==> src/rtl/whe_pkg.sv <==
package whe_pkg;

    localparam int DEF_HISTORY_DEPTH = 16;
    localparam int DEF_KIND_COUNT    = 7;

    localparam int KIND_W      = 3;
    localparam int STAMP_W     = 32;
    localparam int OUT_CNT_W   = 5;
    localparam int IN_TDATA_W  = 72;
    localparam int OUT_TDATA_W = 16;

    localparam logic ACT_RECORD = 1'b0;
    localparam logic ACT_QUERY  = 1'b1;

    // One history slot as it travels along the chain.
    typedef struct packed {
        logic               valid;
        logic [KIND_W-1:0]  kind;
        logic [STAMP_W-1:0] stamp;
    } entry_t;

    typedef struct packed {
        logic clear;
        logic shift;
    } bin_ctl_t;

    typedef enum logic [1:0] {
        ST_IDLE,
        ST_WALK,
        ST_SCAN,
        ST_EMIT
    } state_t;

endpackage

==> src/rtl/whe_hist_cell.sv <==
module whe_hist_cell
    import whe_pkg::*;
(
    input  logic   clk,
    input  logic   rst_n,
    input  logic   load,
    input  entry_t d,
    output entry_t q
);

    logic               valid_reg;
    logic [KIND_W-1:0]  kind_reg;
    logic [STAMP_W-1:0] stamp_reg;

    always_ff @(posedge clk or negedge rst_n)
    begin
        if (!rst_n)
        begin
            valid_reg <= 1'b0;
        end
        else if (load)
        begin
            valid_reg <= d.valid;
        end
    end

    always_ff @(posedge clk)
    begin
        if (load)
        begin
            kind_reg  <= d.kind;
            stamp_reg <= d.stamp;
        end
    end

    assign q = '{valid: valid_reg, kind: kind_reg, stamp: stamp_reg};

endmodule

==> src/rtl/whe_bin_cell.sv <==
module whe_bin_cell
    import whe_pkg::*;
#(
    parameter int CNT_W = 5
)
(
    input  logic             clk,
    input  bin_ctl_t         ctl,
    input  logic             hit,
    input  logic [CNT_W-1:0] d,
    output logic [CNT_W-1:0] q
);

    logic [CNT_W-1:0] cnt_reg;
    logic [CNT_W-1:0] cnt_next;

    always_comb
    begin
        priority if (ctl.clear)
        begin
            cnt_next = '0;
        end
        else if (ctl.shift)
        begin
            cnt_next = d;
        end
        else if (hit)
        begin
            cnt_next = cnt_reg + CNT_W'(1);
        end
        else
        begin
            cnt_next = cnt_reg;
        end
    end

    always_ff @(posedge clk)
    begin
        cnt_reg <= cnt_next;
    end

    assign q = cnt_reg;

endmodule

==> src/rtl/windowed_event_histogram.sv <==
// Windowed event histogram.
// Input stream (s_axis_*): tuser = 0 records an event (kind, stamp), tuser = 1
// queries the window. A record does not block the input, and the block
// takes the next item right after it. A record whose kind is KIND_COUNT or more
// is dropped. A query gives one result on the output stream (m_axis_*): the
// count of the queried kind, the total count and the most frequent kind among
// stored events whose age (now - stamp, mod 2^32) is at most the window.
// A query walks the history chain once, one slot per cycle, then shifts the
// kind bins past a compare, one kind per cycle, then loads the output register
// once that register is free. s_axis_tready is low while a query is worked on,
// so the block takes no new item until the query's result has been loaded
// into the output register.
// Reset empties the history (all valid bits clear) and drops any result.
// When the receiver stalls, the result holds in the output register; records
// are still taken, and a further query runs but waits to emit its result
// until the previous one has been transferred.
module windowed_event_histogram
    import whe_pkg::*;
#(
    parameter int HISTORY_DEPTH = DEF_HISTORY_DEPTH,
    parameter int KIND_COUNT    = DEF_KIND_COUNT
)
(
    input  logic                   clk,
    input  logic                   rst_n,
    input  logic                   s_axis_tvalid,
    output logic                   s_axis_tready,
    // [2:0] event_kind, [34:3] time_ms, [66:35] window_ms, [71:67] zero
    input  logic [IN_TDATA_W-1:0]  s_axis_tdata,
    // [0] action
    input  logic                   s_axis_tuser,
    output logic                   m_axis_tvalid,
    input  logic                   m_axis_tready,
    // [4:0] kind_count, [9:5] total_count, [12:10] dominant_kind, [15:13] zero
    output logic [OUT_TDATA_W-1:0] m_axis_tdata
);

    localparam int CNT_W  = $clog2(HISTORY_DEPTH + 1);
    localparam int WALK_W = $clog2(HISTORY_DEPTH);
    localparam int KIDX_W = $clog2(KIND_COUNT);

    // Unpack the input transfer.
    logic               action;
    logic [KIND_W-1:0]  in_kind;
    logic [STAMP_W-1:0] in_time;
    logic [STAMP_W-1:0] in_window;

    assign action    = s_axis_tuser;
    assign in_kind   = s_axis_tdata[2:0];
    assign in_time   = s_axis_tdata[34:3];
    assign in_window = s_axis_tdata[66:35];

    state_t state_reg;
    state_t state_next;

    logic in_xfer;
    logic rec_accept;
    logic qry_accept;
    logic walking;
    logic scanning;
    logic out_load;
    logic walk_last;
    logic scan_last;
    logic m_valid_reg;

    assign in_xfer    = s_axis_tvalid && s_axis_tready;
    assign rec_accept = in_xfer && (action == ACT_RECORD)
                        && ({{(32-KIND_W){1'b0}}, in_kind} < 32'(KIND_COUNT));
    assign qry_accept = in_xfer && (action == ACT_QUERY);

    // Next state.
    always_comb
    begin
        state_next = state_reg;
        unique case (state_reg)
            ST_IDLE:
            begin
                if (qry_accept)
                begin
                    state_next = ST_WALK;
                end
            end
            ST_WALK:
            begin
                if (walk_last)
                begin
                    state_next = ST_SCAN;
                end
            end
            ST_SCAN:
            begin
                if (scan_last)
                begin
                    state_next = ST_EMIT;
                end
            end
            ST_EMIT:
            begin
                if (!m_valid_reg || m_axis_tready)
                begin
                    state_next = ST_IDLE;
                end
            end
            default:
            begin
                state_next = ST_IDLE;
            end
        endcase
    end

    // State decode.
    always_comb
    begin
        s_axis_tready = 1'b0;
        walking       = 1'b0;
        scanning      = 1'b0;
        out_load      = 1'b0;
        unique case (state_reg)
            ST_IDLE: s_axis_tready = 1'b1;
            ST_WALK: walking       = 1'b1;
            ST_SCAN: scanning      = 1'b1;
            ST_EMIT: out_load      = !m_valid_reg || m_axis_tready;
            default: s_axis_tready = 1'b0;
        endcase
    end

    always_ff @(posedge clk or negedge rst_n)
    begin
        if (!rst_n)
        begin
            state_reg <= ST_IDLE;
        end
        else
        begin
            state_reg <= state_next;
        end
    end

    // Hold the query operands for the whole walk.
    logic [KIND_W-1:0]  q_kind_reg;
    logic [STAMP_W-1:0] q_now_reg;
    logic [STAMP_W-1:0] q_window_reg;

    always_ff @(posedge clk)
    begin
        if (qry_accept)
        begin
            q_kind_reg   <= in_kind;
            q_now_reg    <= in_time;
            q_window_reg <= in_window;
        end
    end

    // History chain: a record pushes a new slot in at the head and drops the
    // oldest off the tail; a walk rotates the ring once so every slot passes
    // the tail exactly once and lands back where it started.
    entry_t chain [HISTORY_DEPTH];
    entry_t tail;
    entry_t head_d;
    logic   chain_load;

    assign tail       = chain[HISTORY_DEPTH-1];
    assign chain_load = rec_accept || walking;

    always_comb
    begin
        if (walking)
        begin
            head_d = tail;
        end
        else
        begin
            head_d = '{valid: 1'b1, kind: in_kind, stamp: in_time};
        end
    end

    genvar gi;
    generate
        for (gi = 0; gi < HISTORY_DEPTH; gi++)
        begin : g_hist
            if (gi == 0)
            begin : g_head
                whe_hist_cell u_cell (
                    .clk   (clk),
                    .rst_n (rst_n),
                    .load  (chain_load),
                    .d     (head_d),
                    .q     (chain[gi])
                );
            end
            else
            begin : g_body
                whe_hist_cell u_cell (
                    .clk   (clk),
                    .rst_n (rst_n),
                    .load  (chain_load),
                    .d     (chain[gi-1]),
                    .q     (chain[gi])
                );
            end
        end
    endgenerate

    // Window test on the tail slot; age wraps mod 2^32.
    logic [STAMP_W-1:0] age;
    logic               in_win;

    assign age    = q_now_reg - tail.stamp;
    assign in_win = walking && tail.valid && (age <= q_window_reg);

    logic [WALK_W-1:0] walk_cnt_reg;
    logic [CNT_W-1:0]  total_reg;
    logic [CNT_W-1:0]  match_reg;

    assign walk_last = walking && (walk_cnt_reg == WALK_W'(HISTORY_DEPTH - 1));

    always_ff @(posedge clk or negedge rst_n)
    begin
        if (!rst_n)
        begin
            walk_cnt_reg <= '0;
        end
        else if (qry_accept)
        begin
            walk_cnt_reg <= '0;
        end
        else if (walking)
        begin
            walk_cnt_reg <= walk_cnt_reg + WALK_W'(1);
        end
    end

    always_ff @(posedge clk)
    begin
        if (qry_accept)
        begin
            total_reg <= '0;
            match_reg <= '0;
        end
        else if (in_win)
        begin
            total_reg <= total_reg + CNT_W'(1);
            if (tail.kind == q_kind_reg)
            begin
                match_reg <= match_reg + CNT_W'(1);
            end
        end
    end

    // Kind bins: count during the walk, then shift toward bin 0 for the scan.
    bin_ctl_t         bin_ctl;
    logic [CNT_W-1:0] bin_cnt [KIND_COUNT];

    assign bin_ctl = '{clear: qry_accept, shift: scanning};

    generate
        for (gi = 0; gi < KIND_COUNT; gi++)
        begin : g_bin
            logic hit;

            assign hit = in_win
                         && ({{(32-KIND_W){1'b0}}, tail.kind} == 32'(gi));

            if (gi == KIND_COUNT - 1)
            begin : g_last
                whe_bin_cell #(
                    .CNT_W (CNT_W)
                ) u_cell (
                    .clk (clk),
                    .ctl (bin_ctl),
                    .hit (hit),
                    .d   ('0),
                    .q   (bin_cnt[gi])
                );
            end
            else
            begin : g_body
                whe_bin_cell #(
                    .CNT_W (CNT_W)
                ) u_cell (
                    .clk (clk),
                    .ctl (bin_ctl),
                    .hit (hit),
                    .d   (bin_cnt[gi+1]),
                    .q   (bin_cnt[gi])
                );
            end
        end
    endgenerate

    // Scan: strict greater keeps the lowest kind on a tie, and kind 0 when
    // the window is empty.
    logic [KIDX_W-1:0] scan_cnt_reg;
    logic [KIDX_W-1:0] best_idx_reg;
    logic [CNT_W-1:0]  best_cnt_reg;

    assign scan_last = scanning && (scan_cnt_reg == KIDX_W'(KIND_COUNT - 1));

    always_ff @(posedge clk or negedge rst_n)
    begin
        if (!rst_n)
        begin
            scan_cnt_reg <= '0;
        end
        else if (qry_accept)
        begin
            scan_cnt_reg <= '0;
        end
        else if (scanning)
        begin
            scan_cnt_reg <= scan_cnt_reg + KIDX_W'(1);
        end
    end

    always_ff @(posedge clk)
    begin
        if (qry_accept)
        begin
            best_idx_reg <= '0;
            best_cnt_reg <= '0;
        end
        else if (scanning && (bin_cnt[0] > best_cnt_reg))
        begin
            best_idx_reg <= scan_cnt_reg;
            best_cnt_reg <= bin_cnt[0];
        end
    end

    // Output register: counts are reported modulo 32, the kind modulo 8.
    logic [31:0]            match_ext;
    logic [31:0]            total_ext;
    logic [31:0]            best_ext;
    logic [OUT_TDATA_W-1:0] m_data_reg;

    assign match_ext = 32'(match_reg);
    assign total_ext = 32'(total_reg);
    assign best_ext  = 32'(best_idx_reg);

    always_ff @(posedge clk or negedge rst_n)
    begin
        if (!rst_n)
        begin
            m_valid_reg <= 1'b0;
        end
        else if (out_load)
        begin
            m_valid_reg <= 1'b1;
        end
        else if (m_axis_tready)
        begin
            m_valid_reg <= 1'b0;
        end
    end

    always_ff @(posedge clk)
    begin
        if (out_load)
        begin
            m_data_reg <= {3'b000, best_ext[KIND_W-1:0],
                           total_ext[OUT_CNT_W-1:0], match_ext[OUT_CNT_W-1:0]};
        end
    end

    assign m_axis_tvalid = m_valid_reg;
    assign m_axis_tdata  = m_data_reg;

endmodule

==> config.mk <==
export PLATFORM = sky130hd
export DESIGN_NAME = windowed_event_histogram
export DESIGN_NICKNAME = d
export VERILOG_FILES = /design/src/rtl/whe_pkg.sv /design/src/rtl/whe_hist_cell.sv /design/src/rtl/whe_bin_cell.sv /design/src/rtl/windowed_event_histogram.sv
export SDC_FILE = /design/constraint.sdc
export NUM_CORES = 1
export LEC_CHECK = 0
export BUFFER_PORTS_ARGS = -buffer_cell sky130_fd_sc_hd__buf_4
export CAP_MARGIN = 25
export CORE_MARGIN = 2
export CORE_UTILIZATION = 40
export CTS_CLUSTER_DIAMETER = 60
export DETAILED_ROUTE_END_ITERATION = 7
export MAX_ROUTING_LAYER = met4
export PLACE_DENSITY = 0.61
export SKIP_LAST_GASP = 1
export SYNTH_ARGS = -nofsm -noshare
export SYNTH_HDL_FRONTEND = slang
export SYNTH_SLANG_ARGS = --single-unit
export TNS_END_PERCENT = 20
==> constraint.sdc <==
create_clock -name clk -period 21.8 [get_ports clk]
set_input_delay 1.09 -clock clk [delete_from_list [all_inputs] [get_ports clk]]
set_output_delay 1.09 -clock clk [all_outputs]
set_load 0.02 [all_outputs]
==> impl_metrics.tcl, run 1 <==
set metrics [dict create \
    status "finished clean" \
    routed-via-count 12500 \
    worstSetupStartpointType "flip-flop" \
    hold_viol 0 \
    async_flop_share_pct 3.62 \
    die-width_um 261 \
    place_hpwl_mm 25.9 \
    ctsRootBufferMaster "clkbuf_16" \
    portBuffers 86 \
    setup_viol 0 \
    seqPwrFrac_pct 51.4 \
    pwr-share-clk_pct 26.7 \
    p_leak_uw 0.0111 \
    synth_top_cell_area_share_pct 72.5 \
    viasPerCell 4.88 \
    antenna_found_initial 3 \
    max-slew-margin-rel_pct 30.3 \
    first_pass_iters 4 \
    placed_cells 2412 \
    ir_worst_vdd_mv 0.117 \
    final_cell_mix "edfxtp_1 (640), buf_4 (96), ha_1 (83), inv_1 (82), clkbuf_16 (75)" \
    finalSetupTns_ns 0 \
    intPower_uw 3450 \
    cp.required_ns 22.34 \
    synth_seq_area_share_pct 79.0 \
    whs_ns 0.382 \
    post_cts_resized 0 \
    synthCells 1490 \
    worst_skew_pair.late_latency_ns 0.61 \
    drive_gt1_share_pct 17.4 \
    critPathKind "flip-flop to flip-flop" \
    wl_per_cell_um 16.9 \
    num_rows 94 \
    drt-total-wl_mm 43.1 \
    synth-main-ff-cell "edfxtp_1" \
    fin_skew_ns 0.0220 \
    path_max_fanout 16 \
    maxSlewViolCount 0 \
    syn-cell-area_mm2 0.0265 \
    finalCritPeriodShare_pct 28.2 \
    timing.fmax_mhz 163 \
    worstMarginPinSlew_ns 1.05 \
    synth_area_per_cell_um2 17.8 \
    final_cells 2555 \
    grt_pass1_wl_mm 67.9 \
    yosysWarnings 0 \
    track_usage_pct 13.1 \
    drv_cap 0 \
    p_sw_share_pct 29.1 \
    clkSlewWorstSetupHoldPaths_ns 0.06 \
    grt_max_degree 209 \
    layout_commonest_cell "edfxtp_1" \
    synth.distinct_cells 73 \
    h-tree-depth 3 \
    cts_made_buffers 75 \
    cts_setup_buffers 0 \
    ioPinCount 95 \
    cts_tree "built" \
    synth_edf_count 640 \
    chipHeight_um 261 \
    ys_seq_elements 719 \
    cp_data_arrival_time_ns 6.68 \
    rsz0062_at_grt "false" \
    combPwrFrac_pct 21.9 \
    clock_sinks 719 \
    initial_core_util_pct 40.4 \
    largest_reg_flops 480 \
    overflow 0 \
    cts_max_path_buffers 3 \
    drtAntennaViolNets 0 \
    end_kind "flip-flop" \
    period_needed_ns 6.14 \
    die_area_mm2 0.0683 \
    p_per_area_mw_per_mm2 158 \
    p_switching_uw 1410 \
    drt_iter0_drc 881 \
    synthTopCellsByArea "edfxtp_1 (73%), dfxtp_1 (4.0%), ha_1 (4.0%), dfrtp_1 (2.5%), mux2_2 (2.2%)" \
    final_nets 1788 \
    synth_top_area_cell "edfxtp_1" \
    area_growth_pct 15.8 \
    hold_class "primary input to asynchronous set/reset pin" \
    place_congestion 0.826 \
    grt_pass1_vias 12500 \
    remaining_drc_errors 0 \
    core_mm2 0.0656 \
    cts-hold-fix-buffers 0 \
]
[metal layers]
layer,global-route usage (%),vias to the layer above,share of wire (%)
li1,-,5941,-
met1,18.1,6200,48
met2,19.0,232,45
met3,2.86,87,4.2
met4,5.08,0,2.4
met5,-,-,0
[cell families after synthesis]
group	count (synthesis)	share of synthesized area, %
flops	719	79.0
other cells	1	0.0142
fa+ha+maj	85	4.04
xor+xnor	51	1.69
compound gates	191	4.80
mux	77	3.15
simple gates	241	5.34
buf+inv	125	1.97
[final timing paths]
kind                                                  startpoint                                    to  slack [ns]  cells after the start
setup reg to reg           g_hist[15].g_body.u_cell.stamp_reg[1]           g_bin[6].g_last.u_cell.q[2]       15.66                     19
max in group asynchronous                                  rst_n                       scan_cnt_reg[0]       21.15                      1
hold reg to reg             g_hist[12].g_body.u_cell.kind_reg[1]  g_hist[13].g_body.u_cell.kind_reg[1]        0.40                      0
min in group clk            g_hist[12].g_body.u_cell.kind_reg[1]  g_hist[13].g_body.u_cell.kind_reg[1]        0.40                      0
setup / recovery           g_hist[15].g_body.u_cell.stamp_reg[1]           g_bin[6].g_last.u_cell.q[2]       15.66                     19
hold / removal                                             rst_n                         m_axis_tvalid        0.38                      1
[power by group through the flow]
| stage | logic (uW) | clock network (uW) | registers [uW] |
|---|---|---|---|
| after global routing | 1190 | 1390 | 2570 |
| final | 1070 | 1300 | 2500 |
| after floorplan | 812 | 0 | 2700 |
| after CTS | 1070 | 1340 | 2510 |
| after detailed placement | 1060 | 0 | 2520 |
| after global placement | 1030 | 0 | 2500 |
[critical path, stage by stage (launching register included)]
cell       delay [ns]
edfxtp_1         0.44
inv_1            0.09
ha_1             0.22
nor2b_1          0.14
o31a_1           0.28
o31ai_2          0.45
o21ai_1          0.24
a32oi_1          0.53
o21ai_0          0.26
a2111oi_0        0.54
nor3_1           0.16
ha_1             0.34
nand4_2          0.20
nor4_4           0.42
nand3_2          0.22
nor3b_1          0.22
a22oi_4          0.33
nand3_4          0.26
or4_1            0.56
a21oi_1          0.15
[cells in the mapped netlist, drive strengths merged, types with 4 or more instances]
| master | count |
|---|---|
| nand2 | 31 |
| xnor2 | 32 |
| nor4 | 9 |
| buf | 9 |
| nor2b | 20 |
| o211a | 10 |
| mux2 | 52 |
| xor2 | 19 |
| o31ai | 5 |
| nor4b | 4 |
| ha | 84 |
| and3 | 11 |
| a21o | 24 |
| clkbuf | 32 |
| nor2 | 64 |
| or3 | 10 |
| a21oi | 60 |
| a211oi | 10 |
| inv | 83 |
| nand4 | 28 |
| nand2b | 5 |
| dfxtp | 53 |
| o21ai | 41 |
| nand3 | 24 |
| o21a | 6 |
| nor3 | 21 |
| o21bai | 5 |
| dfrtp | 26 |
| edfxtp | 640 |
| mux2i | 25 |
[per-stage QoR]
step	worst slack (ns)	utilization [%]	area (um2)	power (uW)
2_1_floorplan	8.30	-	26500	3510
6_report	15.66	46.8	30700	4860
3_5_place_dp	15.35	42.9	28100	3590
3_3_place_gp	15.46	42.9	28100	3530
4_1_cts	15.33	46.7	30700	4920
5_1_grt	15.08	46.8	30700	5150
[final cells by class]
| type | count | area, um2 |
|---|---|---|
| antenna | 3 | 7.51 |
| clock buffer | 87 | 1920 |
| clock inverter | 52 | 599 |
| fill | 5585 | 34900 |
| inverter | 84 | 325 |
| multi-input combinational | 648 | 5050 |
| sequential | 719 | 20900 |
| tap | 864 | 1080 |
| timing repair buffer | 98 | 768 |
Power figures use the tool's default switching activity.
==> inputs of run 2 (changes only) <==
Settings changed: PLACE_DENSITY 0.61 to 0.63.
Clock period 21.8 ns to 5.24 ns, I/O delays scaled along.
==> impl_metrics.tcl, run 2 (synthesis gave the netlist of run 1 again) <==
set metrics [dict create \
    status "finished clean" \
    finalCritPeriodShare_pct 95.9 \
    period_needed_ns 5.02 \
    drt_iter0_drc 981 \
    slowest_delay_ns 0.40 \
    maxSlewViolCount 0 \
    timing.fmax_mhz 199 \
    grt_pass1_vias 12800 \
    overflow 0 \
    routed-via-count 13000 \
    diodes 0 \
    p_leak_uw 0.0114 \
    remaining_drc_errors 0 \
    fin_ws_ns 0.217 \
    portBuffers 86 \
    layout_commonest_cell "edfxtp_1" \
    place_congestion 0.816 \
    hold_viol 0 \
    final_nets 1888 \
    dp_slack_ns -0.0975 \
    num_rows 94 \
    wl_per_cell_um 16.7 \
    hold_class "primary input to flip-flop" \
    finalSetupTns_ns 0 \
    first_pass_iters 5 \
    cts_max_path_buffers 3 \
    ctsRootBufferMaster "clkbuf_16" \
    ioPinCount 95 \
    drv_cap 0 \
    critPathKind "flip-flop to flip-flop" \
    max-slew-margin-rel_pct 35.2 \
    cts_made_buffers 76 \
    fin_skew_ns 0.0227 \
    ir_worst_vdd_mv 0.356 \
    die-width_um 261 \
    grt_max_degree 179 \
    drt-total-wl_mm 44.2 \
    die_area_mm2 0.0683 \
    worstMarginPinSlew_ns 0.972 \
    grt_pass1_wl_mm 69.6 \
    setup_viol 0 \
    final_cell_mix "edfxtp_1 (640), buf_4 (122), ha_1 (81), inv_1 (80), clkbuf_16 (80)" \
    path_max_fanout 12 \
    drive_gt1_share_pct 18.9 \
    core_mm2 0.0656 \
    drtAntennaViolNets 0 \
    cp_data_arrival_time_ns 5.54 \
    cp.required_ns 5.76 \
    cp_slowest_cell "edfxtp_1" \
    place_hpwl_mm 26.8 \
    clkSlewWorstSetupHoldPaths_ns 0.06 \
    area_growth_pct 19.3 \
    worst_skew_pair.late_latency_ns 0.61 \
    viasPerCell 4.89 \
    initial_core_util_pct 40.4 \
    h-tree-depth 3 \
    antenna_found_initial 1 \
    p_per_area_mw_per_mm2 638 \
    worstSetupStartpointType "flip-flop" \
    chipHeight_um 261 \
    largest_reg_flops 480 \
    end_kind "flip-flop" \
    track_usage_pct 13.5 \
    cts_tree "built" \
    crit_chain "ha_2 > fa_2 > nor2b_2 > o2111ai_2 > a2111oi_2 > buf_4 > o32ai_4 > o21ai_2 > a21oi_2 > a311oi_2 > xor2_1 > ha_1 > nand4_4 > nor4_4 > nand3_2 > nor3b_1 > buf_4 > a22oi_4 > nand3_4 > buf_6 > or3_1 > a21oi_2" \
    clock_sinks 719 \
    fillers 5486 \
]
## run 2: path summary, 6_finish.rpt
check                                                       start  depth (start not counted)  slack (ns)                                     end
setup / recovery            g_hist[15].g_body.u_cell.stamp_reg[0]                         22        0.22                            match_reg[3]
hold / removal                                       s_axis_tuser                          4        0.03       g_hist[0].g_head.u_cell.valid_reg
setup reg to reg            g_hist[15].g_body.u_cell.stamp_reg[0]                         22        0.22                            match_reg[3]
hold reg to reg            g_hist[14].g_body.u_cell.stamp_reg[24]                          0        0.41  g_hist[15].g_body.u_cell.stamp_reg[24]
max in group asynchronous                                   rst_n                          2        4.86       g_hist[6].g_body.u_cell.valid_reg
min in group asynchronous                                   rst_n                          2        0.12                         scan_cnt_reg[0]
## run 2: power by group
| group | switching, uW | internal, uW |
|---|---|---|
| clock | 2150 | 2900 |
| sequential | 789 | 9570 |
| combinational | 2980 | 1770 |
## run 2: per-stage QoR
step           utilization [%]  instances  power [uW]  area [um2]  hold slack (ns)
6_report                  48.2       2650       20200       31600           0.0329
5_1_grt                   48.2       2650       21300       31600           0.0382
4_1_cts                   47.9       2645       20300       31500          0.00663
3_5_place_dp              43.3       2438       15100       28400            0.198
3_3_place_gp              43.3       2438       14800       28400            0.185
2_1_floorplan                -       1492       12000       26500          -0.0336
## run 2: what timing repair did
item	4_1_cts	5_1_grt
endpoints found under the hold margin	116	0
pin swaps	4	10
endpoints found under the setup margin	19	45
hold buffers	69	0
gates resized for setup	6	17
buffers inserted	0	4
## run 2: worst max-delay path: cells and delay by family (launching register included)
family | cells | cell delay (ns)
AO/OA/AOI/OAI | 8 | 1.59
AND/OR/NAND/NOR | 7 | 1.39
adder cells (fa/ha/maj) | 3 | 0.93
buffers and inverters | 3 | 0.51
flip-flops | 1 | 0.40
XOR/XNOR | 1 | 0.11
## run 2: area by class of cell
cell class,instances,area [um2],area share [%]
Sequential cell,719,20900,66.2
Multi-Input combinational cell,648,5190,16.4
Clock buffer,93,2050,6.49
Timing Repair Buffer,197,1730,5.46
Tap cell,864,1080,3.42
Inverter,84,322,1.02
Clock inverter,45,308,0.974
## run 2: routing by layer
metal  vias to the layer above  wire length [um]  global-route usage, %
met5                         -                 0                      -
met4                         0              1600                   5.62
met3                       107              1810                   2.71
met2                       284             19800                   19.6
met1                      6419             20900                   18.6
li1                       6143                 -                      -
